[src/hw/rtl/ffha_pkg.sv]
// Shared constants, codes and controller/datapath types for the first-fit heap allocator.
`default_nettype none
package ffha_pkg;

  localparam int ARENA_MAX   = 256;
  localparam int ARENA_MIN   = 16;
  localparam int HDR_BYTES   = 5;
  localparam int ALIGN_BYTES = 4;
  localparam int HDR_W       = 9;
  localparam int ADDR_W      = 8;

  localparam logic [1:0] MODE_ALLOC   = 2'd0;
  localparam logic [1:0] MODE_FREE    = 2'd1;
  localparam logic [1:0] MODE_REALLOC = 2'd2;

  localparam logic [1:0] ST_DONE   = 2'd0;
  localparam logic [1:0] ST_NOFIT  = 2'd1;
  localparam logic [1:0] ST_NOADDR = 2'd2;

  typedef enum logic [3:0] {
    S_INIT, S_IDLE, S_DISPATCH, S_A_RD, S_A_CHK, S_A_WR1, S_A_WR2, S_G_START,
    S_F_RD, S_F_CHK, S_F_EVAL, S_N_RD, S_N_CHK, S_FR_WR, S_S_WR1, S_DONE
  } state_t;

  typedef enum logic [4:0] {
    DP_NOP, DP_CFG, DP_INIT_WR, DP_LOAD, DP_WALK_START, DP_READ_CUR, DP_ADVANCE,
    DP_TAKE_TGT, DP_READ_NEXT, DP_TAKE_NEXT, DP_FREE_WR, DP_ALLOC_WR1, DP_ALLOC_WR2,
    DP_SHRINK_WR1, DP_SHRINK_WR2, DP_FAIL_NOFIT, DP_FAIL_ADDR, DP_SET_RES, DP_EMIT
  } dp_op_t;

  typedef struct packed {
    dp_op_t op;
  } cmd_t;

  typedef struct packed {
    logic       end_walk;
    logic       d_fit;
    logic       d_hit;
    logic       tfree;
    logic       grow;
    logic       split_alloc;
    logic       split_shrink;
    logic [1:0] mode;
    logic       out_free;
  } sts_t;

endpackage
`default_nettype wire

[src/hw/rtl/ffha_ram.sv]
// Generic single-write, single-read RAM with registered read data.
`default_nettype none
module ffha_ram #(
  parameter int WIDTH = 9,
  parameter int DEPTH = 256
) (
  input  wire                     clk,
  input  wire                     we,
  input  wire [$clog2(DEPTH)-1:0] waddr,
  input  wire [WIDTH-1:0]         wdata,
  input  wire [$clog2(DEPTH)-1:0] raddr,
  output logic [WIDTH-1:0]        rdata
);
  logic [WIDTH-1:0] mem [DEPTH];

  always_ff @(posedge clk) begin
    if (we) begin
      mem[waddr] <= wdata;
    end
    rdata <= mem[raddr];
  end
endmodule
`default_nettype wire

[src/hw/rtl/ffha_datapath.sv]
// Datapath: walk pointers, captured headers, header RAM, merge arithmetic and result register.
`default_nettype none
module ffha_datapath import ffha_pkg::*; (
  input  wire         clk,
  input  wire         rst,
  input  cmd_t        cmd,
  output sts_t        sts,
  input  wire  [8:0]  cfg_data,
  input  wire  [1:0]  s_tuser,
  input  wire  [15:0] s_tdata,
  output logic        m_tvalid,
  input  wire         m_tready,
  output logic [15:0] m_tdata
);
  localparam logic [8:0] H9   = 9'(HDR_BYTES);
  localparam logic [7:0] H8   = 8'(HDR_BYTES);
  localparam logic [9:0] AMSK = 10'(ALIGN_BYTES - 1);

  logic [8:0]        arena;
  logic [1:0]        mode;
  logic [7:0]        adj;
  logic [7:0]        addr;
  logic [8:0]        cur;
  logic [7:0]        prv, psz, tgt, tsz, nsz, res;
  logic              pfree, hp, tfree, nfree;
  logic [1:0]        st;
  logic [HDR_W-1:0]  rdata, wdata;
  logic [7:0]        waddr, raddr;
  logic              we;

  logic [9:0] need;
  logic [7:0] adj_calc;
  logic [8:0] diff, nxt, step;
  logic [7:0] d_size, r_off, r_size, cfg_sat;
  logic       d_free;

  assign d_size = rdata[7:0];
  assign d_free = rdata[8];

  always_comb begin
    need     = 10'(s_tdata[7:0]) + 10'(HDR_BYTES) + AMSK;
    need     = need & ~AMSK;
    adj_calc = 8'(need - 10'(HDR_BYTES));
    diff     = {1'b0, tsz} - {1'b0, adj};
    nxt      = 9'(tgt) + H9 + 9'(tsz);
    step     = cur + H9 + 9'(d_size);
    r_off    = tgt + H8 + adj;
    r_size   = tsz - adj - H8;
    if (cfg_data < 9'(ARENA_MIN)) cfg_sat = 8'(ARENA_MIN - HDR_BYTES);
    else if (cfg_data > 9'(ARENA_MAX)) cfg_sat = 8'(ARENA_MAX - HDR_BYTES);
    else cfg_sat = 8'(cfg_data - H9);
  end

  always_comb begin
    sts.end_walk     = cur >= arena;
    sts.d_fit        = d_free && (d_size >= adj);
    sts.d_hit        = (cur + 9'd1) == {1'b0, addr};
    sts.tfree        = tfree;
    sts.grow         = diff[8];
    sts.split_alloc  = !diff[8] && (diff[7:0] >= H8);
    sts.split_shrink = !diff[8] && (diff[7:0] > 8'(2 * HDR_BYTES));
    sts.mode         = mode;
    sts.out_free     = !m_tvalid || m_tready;
  end

  always_comb begin
    we    = 1'b0;
    waddr = tgt;
    wdata = {1'b0, tsz};
    raddr = cur[7:0];
    case (cmd.op)
      DP_INIT_WR: begin
        we    = 1'b1;
        waddr = '0;
        wdata = {1'b1, 8'(arena - H9)};
      end
      DP_READ_NEXT: raddr = nxt[7:0];
      DP_FREE_WR: begin
        we = 1'b1;
        if (hp && pfree && nfree) begin
          waddr = prv;
          wdata = {1'b1, psz + 8'(2 * HDR_BYTES) + tsz + nsz};
        end else if (hp && pfree) begin
          waddr = prv;
          wdata = {1'b1, psz + H8 + tsz};
        end else if (nfree) begin
          wdata = {1'b1, tsz + H8 + nsz};
        end else begin
          wdata = {1'b1, tsz};
        end
      end
      DP_ALLOC_WR1: begin
        we    = 1'b1;
        wdata = {1'b0, sts.split_alloc ? adj : tsz};
      end
      DP_ALLOC_WR2: begin
        we    = 1'b1;
        waddr = r_off;
        wdata = {1'b1, r_size};
      end
      DP_SHRINK_WR1: begin
        we    = 1'b1;
        wdata = {1'b0, adj};
      end
      DP_SHRINK_WR2: begin
        we    = 1'b1;
        waddr = r_off;
        wdata = {1'b1, nfree ? r_size + H8 + nsz : r_size};
      end
      default: ;
    endcase
  end

  ffha_ram #(.WIDTH(HDR_W), .DEPTH(ARENA_MAX)) u_hdr (
    .clk  (clk),
    .we   (we),
    .waddr(waddr),
    .wdata(wdata),
    .raddr(raddr),
    .rdata(rdata)
  );

  always_ff @(posedge clk) begin
    if (rst) begin
      arena <= 9'(ARENA_MAX);
    end else if (cmd.op == DP_CFG) begin
      arena <= 9'(cfg_sat) + H9;
    end
  end

  always_ff @(posedge clk) begin
    case (cmd.op)
      DP_LOAD: begin
        mode <= s_tuser;
        adj  <= adj_calc;
        addr <= s_tdata[15:8];
        res  <= '0;
        st   <= ST_DONE;
      end
      DP_WALK_START: begin
        cur <= '0;
        hp  <= 1'b0;
      end
      DP_ADVANCE: begin
        prv   <= cur[7:0];
        psz   <= d_size;
        pfree <= d_free;
        hp    <= 1'b1;
        cur   <= step;
      end
      DP_TAKE_TGT: begin
        tgt   <= cur[7:0];
        tsz   <= d_size;
        tfree <= d_free;
      end
      DP_TAKE_NEXT: begin
        nfree <= (nxt < arena) && d_free;
        nsz   <= d_size;
      end
      DP_ALLOC_WR1, DP_SHRINK_WR1, DP_SET_RES: res <= tgt + 8'd1;
      DP_FAIL_NOFIT: begin
        res <= '0;
        st  <= ST_NOFIT;
      end
      DP_FAIL_ADDR: begin
        res <= '0;
        st  <= ST_NOADDR;
      end
      default: ;
    endcase
  end

  always_ff @(posedge clk) begin
    if (rst) begin
      m_tvalid <= 1'b0;
    end else if (cmd.op == DP_EMIT) begin
      m_tvalid <= 1'b1;
    end else if (m_tready) begin
      m_tvalid <= 1'b0;
    end
  end

  always_ff @(posedge clk) begin
    if (cmd.op == DP_EMIT) begin
      m_tdata <= {6'd0, st, res};
    end
  end
endmodule
`default_nettype wire

[src/hw/rtl/ffha_ctrl.sv]
// Controller: sequences header walks, splits and merges through datapath commands.
`default_nettype none
module ffha_ctrl import ffha_pkg::*; (
  input  wire  clk,
  input  wire  rst,
  input  sts_t sts,
  output cmd_t cmd,
  input  wire  s_tvalid,
  output logic s_tready,
  input  wire  cfg_valid,
  output logic cfg_ready
);
  state_t state, state_next;
  logic   second, second_next;

  always_ff @(posedge clk) begin
    if (rst) begin
      state  <= S_INIT;
      second <= 1'b0;
    end else begin
      state  <= state_next;
      second <= second_next;
    end
  end

  always_comb begin
    state_next  = state;
    second_next = second;
    cmd.op      = DP_NOP;
    s_tready    = 1'b0;
    cfg_ready   = 1'b0;
    case (state)
      S_INIT: begin
        cmd.op     = DP_INIT_WR;
        state_next = S_IDLE;
      end
      S_IDLE: begin
        cfg_ready = 1'b1;
        if (cfg_valid) begin
          cmd.op     = DP_CFG;
          state_next = S_INIT;
        end else begin
          s_tready = 1'b1;
          if (s_tvalid) begin
            cmd.op      = DP_LOAD;
            second_next = 1'b0;
            state_next  = S_DISPATCH;
          end
        end
      end
      S_DISPATCH: begin
        cmd.op = DP_WALK_START;
        if (sts.mode == MODE_ALLOC) state_next = S_A_RD;
        else if (sts.mode == MODE_FREE || sts.mode == MODE_REALLOC) state_next = S_F_RD;
        else state_next = S_DONE;
      end
      S_A_RD: begin
        if (sts.end_walk) begin
          cmd.op     = DP_FAIL_NOFIT;
          state_next = S_DONE;
        end else begin
          cmd.op     = DP_READ_CUR;
          state_next = S_A_CHK;
        end
      end
      S_A_CHK: begin
        if (sts.d_fit) begin
          cmd.op     = DP_TAKE_TGT;
          state_next = S_A_WR1;
        end else begin
          cmd.op     = DP_ADVANCE;
          state_next = S_A_RD;
        end
      end
      S_A_WR1: begin
        cmd.op = DP_ALLOC_WR1;
        if (sts.split_alloc) state_next = S_A_WR2;
        else if (sts.mode == MODE_REALLOC) state_next = S_G_START;
        else state_next = S_DONE;
      end
      S_A_WR2: begin
        cmd.op     = DP_ALLOC_WR2;
        state_next = (sts.mode == MODE_REALLOC) ? S_G_START : S_DONE;
      end
      S_G_START: begin
        cmd.op      = DP_WALK_START;
        second_next = 1'b1;
        state_next  = S_F_RD;
      end
      S_F_RD: begin
        if (sts.end_walk) begin
          cmd.op     = DP_FAIL_ADDR;
          state_next = S_DONE;
        end else begin
          cmd.op     = DP_READ_CUR;
          state_next = S_F_CHK;
        end
      end
      S_F_CHK: begin
        if (sts.d_hit) begin
          cmd.op     = DP_TAKE_TGT;
          state_next = S_F_EVAL;
        end else begin
          cmd.op     = DP_ADVANCE;
          state_next = S_F_RD;
        end
      end
      S_F_EVAL: begin
        if (second) begin
          state_next = S_N_RD;
        end else if (sts.tfree) begin
          cmd.op     = DP_FAIL_ADDR;
          state_next = S_DONE;
        end else if (sts.mode == MODE_FREE) begin
          state_next = S_N_RD;
        end else if (sts.grow) begin
          cmd.op     = DP_WALK_START;
          state_next = S_A_RD;
        end else if (sts.split_shrink) begin
          state_next = S_S_WR1;
        end else begin
          cmd.op     = DP_SET_RES;
          state_next = S_DONE;
        end
      end
      S_S_WR1: begin
        cmd.op     = DP_SHRINK_WR1;
        state_next = S_N_RD;
      end
      S_N_RD: begin
        cmd.op     = DP_READ_NEXT;
        state_next = S_N_CHK;
      end
      S_N_CHK: begin
        cmd.op     = DP_TAKE_NEXT;
        state_next = S_FR_WR;
      end
      S_FR_WR: begin
        cmd.op     = (sts.mode == MODE_REALLOC && !second) ? DP_SHRINK_WR2 : DP_FREE_WR;
        state_next = S_DONE;
      end
      S_DONE: begin
        if (sts.out_free) begin
          cmd.op     = DP_EMIT;
          state_next = S_IDLE;
        end
      end
      default: state_next = S_INIT;
    endcase
  end
endmodule
`default_nettype wire

[src/hw/rtl/first_fit_heap_allocator_unit.sv]
// Top level of the first-fit heap allocator: controller, datapath and assertions.
//
// Manages an arena of up to 256 bytes as an implicit list of blocks with 5-byte
// headers kept in a 256-entry header RAM. One request at a time: an allocate or
// an address lookup reads one header at a time (one RAM read port, registered
// read), walking the headers from offset 0; a growing reallocate walks three
// times (lookup, first-fit search, second lookup).
// The result is held in an output register, so the next request is taken while it
// waits. A configuration beat, taken only between requests, resets the arena to one
// free block; after reset the block writes that free block and is then ready.
`default_nettype none
module first_fit_heap_allocator_unit import ffha_pkg::*; (
  input  wire         clk,
  input  wire         rst,
  input  wire         s_tvalid,
  output logic        s_tready,
  input  wire  [15:0] s_tdata,   // [7:0] request_bytes, [15:8] block_address
  input  wire  [1:0]  s_tuser,   // [1:0] mode
  output logic        m_tvalid,
  input  wire         m_tready,
  output logic [15:0] m_tdata,   // [7:0] result_address, [9:8] status, zero above
  input  wire         cfg_valid,
  output logic        cfg_ready,
  input  wire  [8:0]  cfg_data   // arena_bytes
);
  cmd_t cmd;
  sts_t sts;

  ffha_ctrl u_ctrl (
    .clk      (clk),
    .rst      (rst),
    .sts      (sts),
    .cmd      (cmd),
    .s_tvalid (s_tvalid),
    .s_tready (s_tready),
    .cfg_valid(cfg_valid),
    .cfg_ready(cfg_ready)
  );

  ffha_datapath u_dp (
    .clk     (clk),
    .rst     (rst),
    .cmd     (cmd),
    .sts     (sts),
    .cfg_data(cfg_data),
    .s_tuser (s_tuser),
    .s_tdata (s_tdata),
    .m_tvalid(m_tvalid),
    .m_tready(m_tready),
    .m_tdata (m_tdata)
  );

  a_no_double_take: assert property (@(posedge clk) disable iff (rst)
    !(s_tvalid && s_tready && cfg_valid && cfg_ready))
    else $error("request and configuration taken together");

  a_busy_after_take: assert property (@(posedge clk) disable iff (rst)
    (s_tvalid && s_tready) |=> !s_tready && !cfg_ready)
    else $error("new beat taken while a request is in progress");

  a_status_code: assert property (@(posedge clk) disable iff (rst)
    m_tvalid |-> (m_tdata[9:8] == ST_DONE || m_tdata[9:8] == ST_NOFIT ||
                  m_tdata[9:8] == ST_NOADDR))
    else $error("bad status code");

  a_fail_no_addr: assert property (@(posedge clk) disable iff (rst)
    (m_tvalid && m_tdata[9:8] != ST_DONE) |-> m_tdata[7:0] == 8'd0)
    else $error("failed request returned an address");
endmodule
`default_nettype wire

[config.mk]
export PLATFORM = sky130hd
export DESIGN_NAME = first_fit_heap_allocator_unit
export DESIGN_NICKNAME = d
export VERILOG_FILES = /design/src/hw/rtl/ffha_pkg.sv /design/src/hw/rtl/ffha_ram.sv /design/src/hw/rtl/ffha_datapath.sv /design/src/hw/rtl/ffha_ctrl.sv /design/src/hw/rtl/first_fit_heap_allocator_unit.sv
export SDC_FILE = /design/constraint.sdc
export NUM_CORES = 2
export LEC_CHECK = 0
export BUFFER_PORTS_ARGS = -buffer_cell sky130_fd_sc_hd__buf_4
export CORE_MARGIN = 1.5
export CORE_UTILIZATION = 45
export CTS_CLUSTER_SIZE = 20
export DETAILED_ROUTE_END_ITERATION = 8
export PLACE_DENSITY = 0.71
export SLEW_MARGIN = 25
export SYNTH_ARGS = -nofsm -noshare
export SYNTH_HDL_FRONTEND = slang
export SYNTH_HIERARCHICAL = 1
export SYNTH_SLANG_ARGS = --single-unit
[constraint.sdc]
create_clock -name clk -period 46.2 [get_ports clk]
set_input_delay 2.31 -clock clk [delete_from_list [all_inputs] [get_ports clk]]
set_output_delay 2.31 -clock clk [all_outputs]
set_load 0.02 [all_outputs]
==> impl_metrics.ini <==
[final_layout]
num-nets-final = 5531
fin_cells = 8415
area_delta_synth_final_pct = 10.9
final.fill_count = 17100
final_layout_size_suffix_gt1_frac = 0.189
final_core_utilization = 0.501

[clock_network]
clock_insertion_delay_worst_skew_ns = 0.90
htree_levels = 4
clkTransAtPathRegs_ns = 0.06
clockRootBuffer = sky130_fd_sc_hd__clkbuf_16
cts_hold_buf = 0
tritoncts = done
cts-resized-gates = 0
postCtsSetupBuffers = 0
cts-root-to-sink-buffers = 3
cts.sink_count = 2417
cts_buffers = 222

[critical_path]
crit_path_category = reg2reg
critical_path_peak_fanout = 102
slowest_stage = sky130_fd_sc_hd__buf_4
delay_of_the_slowest_cell_on_the_worst_path_ns = 0.81
crit_path_start_kind = flop
cp-end-kind = flop
cp.arrival_ns = 10.51
crit_family = compound AO/OA/AOI/OAI gates
critical_path_required_ns = 46.94
path_buf_inv = 6

[logic_synthesis]
synth_enable_flop_cells = 2393
async_reset_ff_frac = 0
synth_area_sq_mm = 0.0990
yosys_reg_bits = 2417
syn_avg_cell_area_sq_um = 18.8
post_synth_num_cell_types = 96
post_synth_inst_count = 5277
number_of_warnings_reported_in_the_yosys_synthesis_log = 6
seq_area_frac_synth = 0.731
synth_flop_cell = sky130_fd_sc_hd__edfxtp_1

[timing]
fin_skew_ns = 0.0919
max_clock_freq_ghz = 0.102
timing.final.crit_share = 0.211
rsz0062_at_grt = false
setup_viol = 0
fin_ws_ns = 36.43
timing.final.hold_violations = 0
worst_slew_margin_rel = 0.164
worst_pin_slew_ns = 1.25
finalCriticalPeriod_ns = 9.77
number_of_pins_exceeding_their_max_slew_limit_in_the_final_report = 0
fin_setup_tns_ns = 0

[floorplanning]
initial_core_util = 0.452
die_h_microns = 472
die_width_microns = 472
die_area_sq_mm = 0.223
ios = 51
rows = 172
placeableCoreArea_sq_mm = 0.219

[grt]
grt_start_max_net_pins = 258
grt_first_pass_wirelength_microns = 347000
first_global_vias = 51100
global_route_total_usage_across_every_layer = 0.211
global_route.overflow_total = 0
initial_antenna_violation_count = 8

[place]
portBuffers = 42
dpl.hpwl_microns = 145000
gp_congestion = 0.877
pre_cts_ws_ns = 36.43
place.detailed.instances = 7986

[routing]
drt.antenna.violating_nets = 0
final_wirelength_microns = 238000
vias_per_cell = 6.14
first_pass_iters = 6
drc_errors = 0
total_via_count_in_the_routed_design = 51700
detail_route.wl_per_cell_microns = 28.2
drtIter0Drc = 6096

[run_status]
outcome = completed

[job]
cap_viol_max_count = 0

[hold_path]
timing.hold.worst.class = reg2reg
==> cell usage in the layout, fill, tap and decap left out, types with 49 or more instances in the layout <==
cell,Yosys,final
sky130_fd_sc_hd__clkinv_1,1,49
sky130_fd_sc_hd__buf_4,36,114
sky130_fd_sc_hd__mux4_2,470,470
sky130_fd_sc_hd__nand2_1,100,98
sky130_fd_sc_hd__mux2i_1,181,181
sky130_fd_sc_hd__xnor2_1,49,49
sky130_fd_sc_hd__clkinv_2,0,51
sky130_fd_sc_hd__a21oi_1,162,162
sky130_fd_sc_hd__nand3_1,56,55
sky130_fd_sc_hd__clkbuf_16,0,224
sky130_fd_sc_hd__o22ai_1,67,67
sky130_fd_sc_hd__inv_1,95,95
sky130_fd_sc_hd__nor2_1,375,353
sky130_fd_sc_hd__a22oi_1,180,180
sky130_fd_sc_hd__edfxtp_1,2393,2393
sky130_fd_sc_hd__o21ai_0,89,87
sky130_fd_sc_hd__ha_1,139,139
==> cell type report <==
| class | instances | area, sq um | share of cell area |
|---|---|---|---|
| flip-flops and latches | 2417 | 72300 | 0.659 |
| multi-input cells | 2472 | 24900 | 0.227 |
| clock buffers | 270 | 5810 | 0.0529 |
| well taps | 2871 | 3590 | 0.0327 |
| clock inverters | 148 | 1520 | 0.0139 |
| repair buffers | 135 | 1210 | 0.0111 |
| inverters | 98 | 370 | 0.00337 |
| diodes | 4 | 10.0 | 0.0000912 |
==> layer usage <==
metal  vias to the layer above  track usage  part of all wire
met3                       475       0.0440             0.098
met4                         8       0.0807             0.038
li1                      21700            -                 -
met1                     26800        0.292              0.39
met5                         -            0           0.00022
met2                      2617        0.331              0.47
==> kinds of logic after synthesis <==
logic type / synth area share
and+or+nand+nor: 0.0382
AOI/OAI and AO/OA: 0.0521
other: 0.0000379
xor gates and xnor gates: 0.00646
DFF: 0.731
buffers and inverters: 0.0212
adders and majority gates: 0.0204
muxes: 0.131
==> Yosys cell counts (31+ instances only) <==
cell type,instances,share of area
sky130_fd_sc_hd__edfxtp_1,2393,0.73
sky130_fd_sc_hd__mux4_2,470,0.11
sky130_fd_sc_hd__nor2_1,375,0.014
sky130_fd_sc_hd__mux2i_1,181,0.018
sky130_fd_sc_hd__a22oi_1,180,0.014
sky130_fd_sc_hd__a21oi_1,162,0.0082
sky130_fd_sc_hd__ha_1,139,0.018
sky130_fd_sc_hd__clkbuf_1,135,0.0051
sky130_fd_sc_hd__nand2_1,100,0.0038
sky130_fd_sc_hd__inv_1,95,0.0036
sky130_fd_sc_hd__o21ai_0,89,0.0045
sky130_fd_sc_hd__o22ai_1,67,0.0042
sky130_fd_sc_hd__buf_2,62,0.0031
sky130_fd_sc_hd__nand3_1,56,0.0028
sky130_fd_sc_hd__nor2b_1,49,0.0031
sky130_fd_sc_hd__xnor2_1,49,0.0043
sky130_fd_sc_hd__a211oi_1,45,0.0034
sky130_fd_sc_hd__nor3_1,45,0.0023
sky130_fd_sc_hd__o221ai_1,39,0.0034
sky130_fd_sc_hd__buf_4,36,0.0027
sky130_fd_sc_hd__nor4_1,31,0.0020
==> per-stage QoR <==
stage               area [sq um]  hold slack (ns)
CTS                       110000            0.418
global route              110000            0.436
finish                    110000            0.417
detailed placement        102000            0.405
floorplan                  99000            0.400
global placement          102000            0.409
==> worst paths after layout <==
| kind | startpoint | end | slack (ns) | cells after the start |
|---|---|---|---|---|
| hold / removal | u_dp/res[3] | u_dp/m_tdata[3] | 0.42 | 0 |
| setup / recovery | u_dp/cur[0] | u_dp/u_hdr/rdata[8] | 36.43 | 27 |
| hold reg to reg | u_dp/res[3] | u_dp/m_tdata[3] | 0.42 | 0 |
| setup reg to reg | u_dp/cur[0] | u_dp/u_hdr/rdata[8] | 36.43 | 27 |
==> registers in the layout (all words and copies together), names as in the netlist <==
signal and flops:
u_dp/nsz 8, u_dp/mode 2, u_dp/tsz 8, u_dp/tfree 1, u_dp/m_tvalid 1, u_dp/prv 8
u_dp/tgt 8, u_dp/arena 9, u_dp/cur 9, u_dp/st 2, u_dp/pfree 1, u_dp/psz 8
u_dp/adj 6, u_dp/addr 8, u_ctrl/state 4, u_dp/hp 1, u_dp/u_hdr/rdata 9, u_ctrl/second 1
u_dp/res 8, u_dp/m_tdata 10, u_dp/u_hdr/mem 2304, u_dp/nfree 1
Power is left out: the tool's default activity adds up to more than one toggle a clock period on the data nets, which glitch-free logic cannot reach.
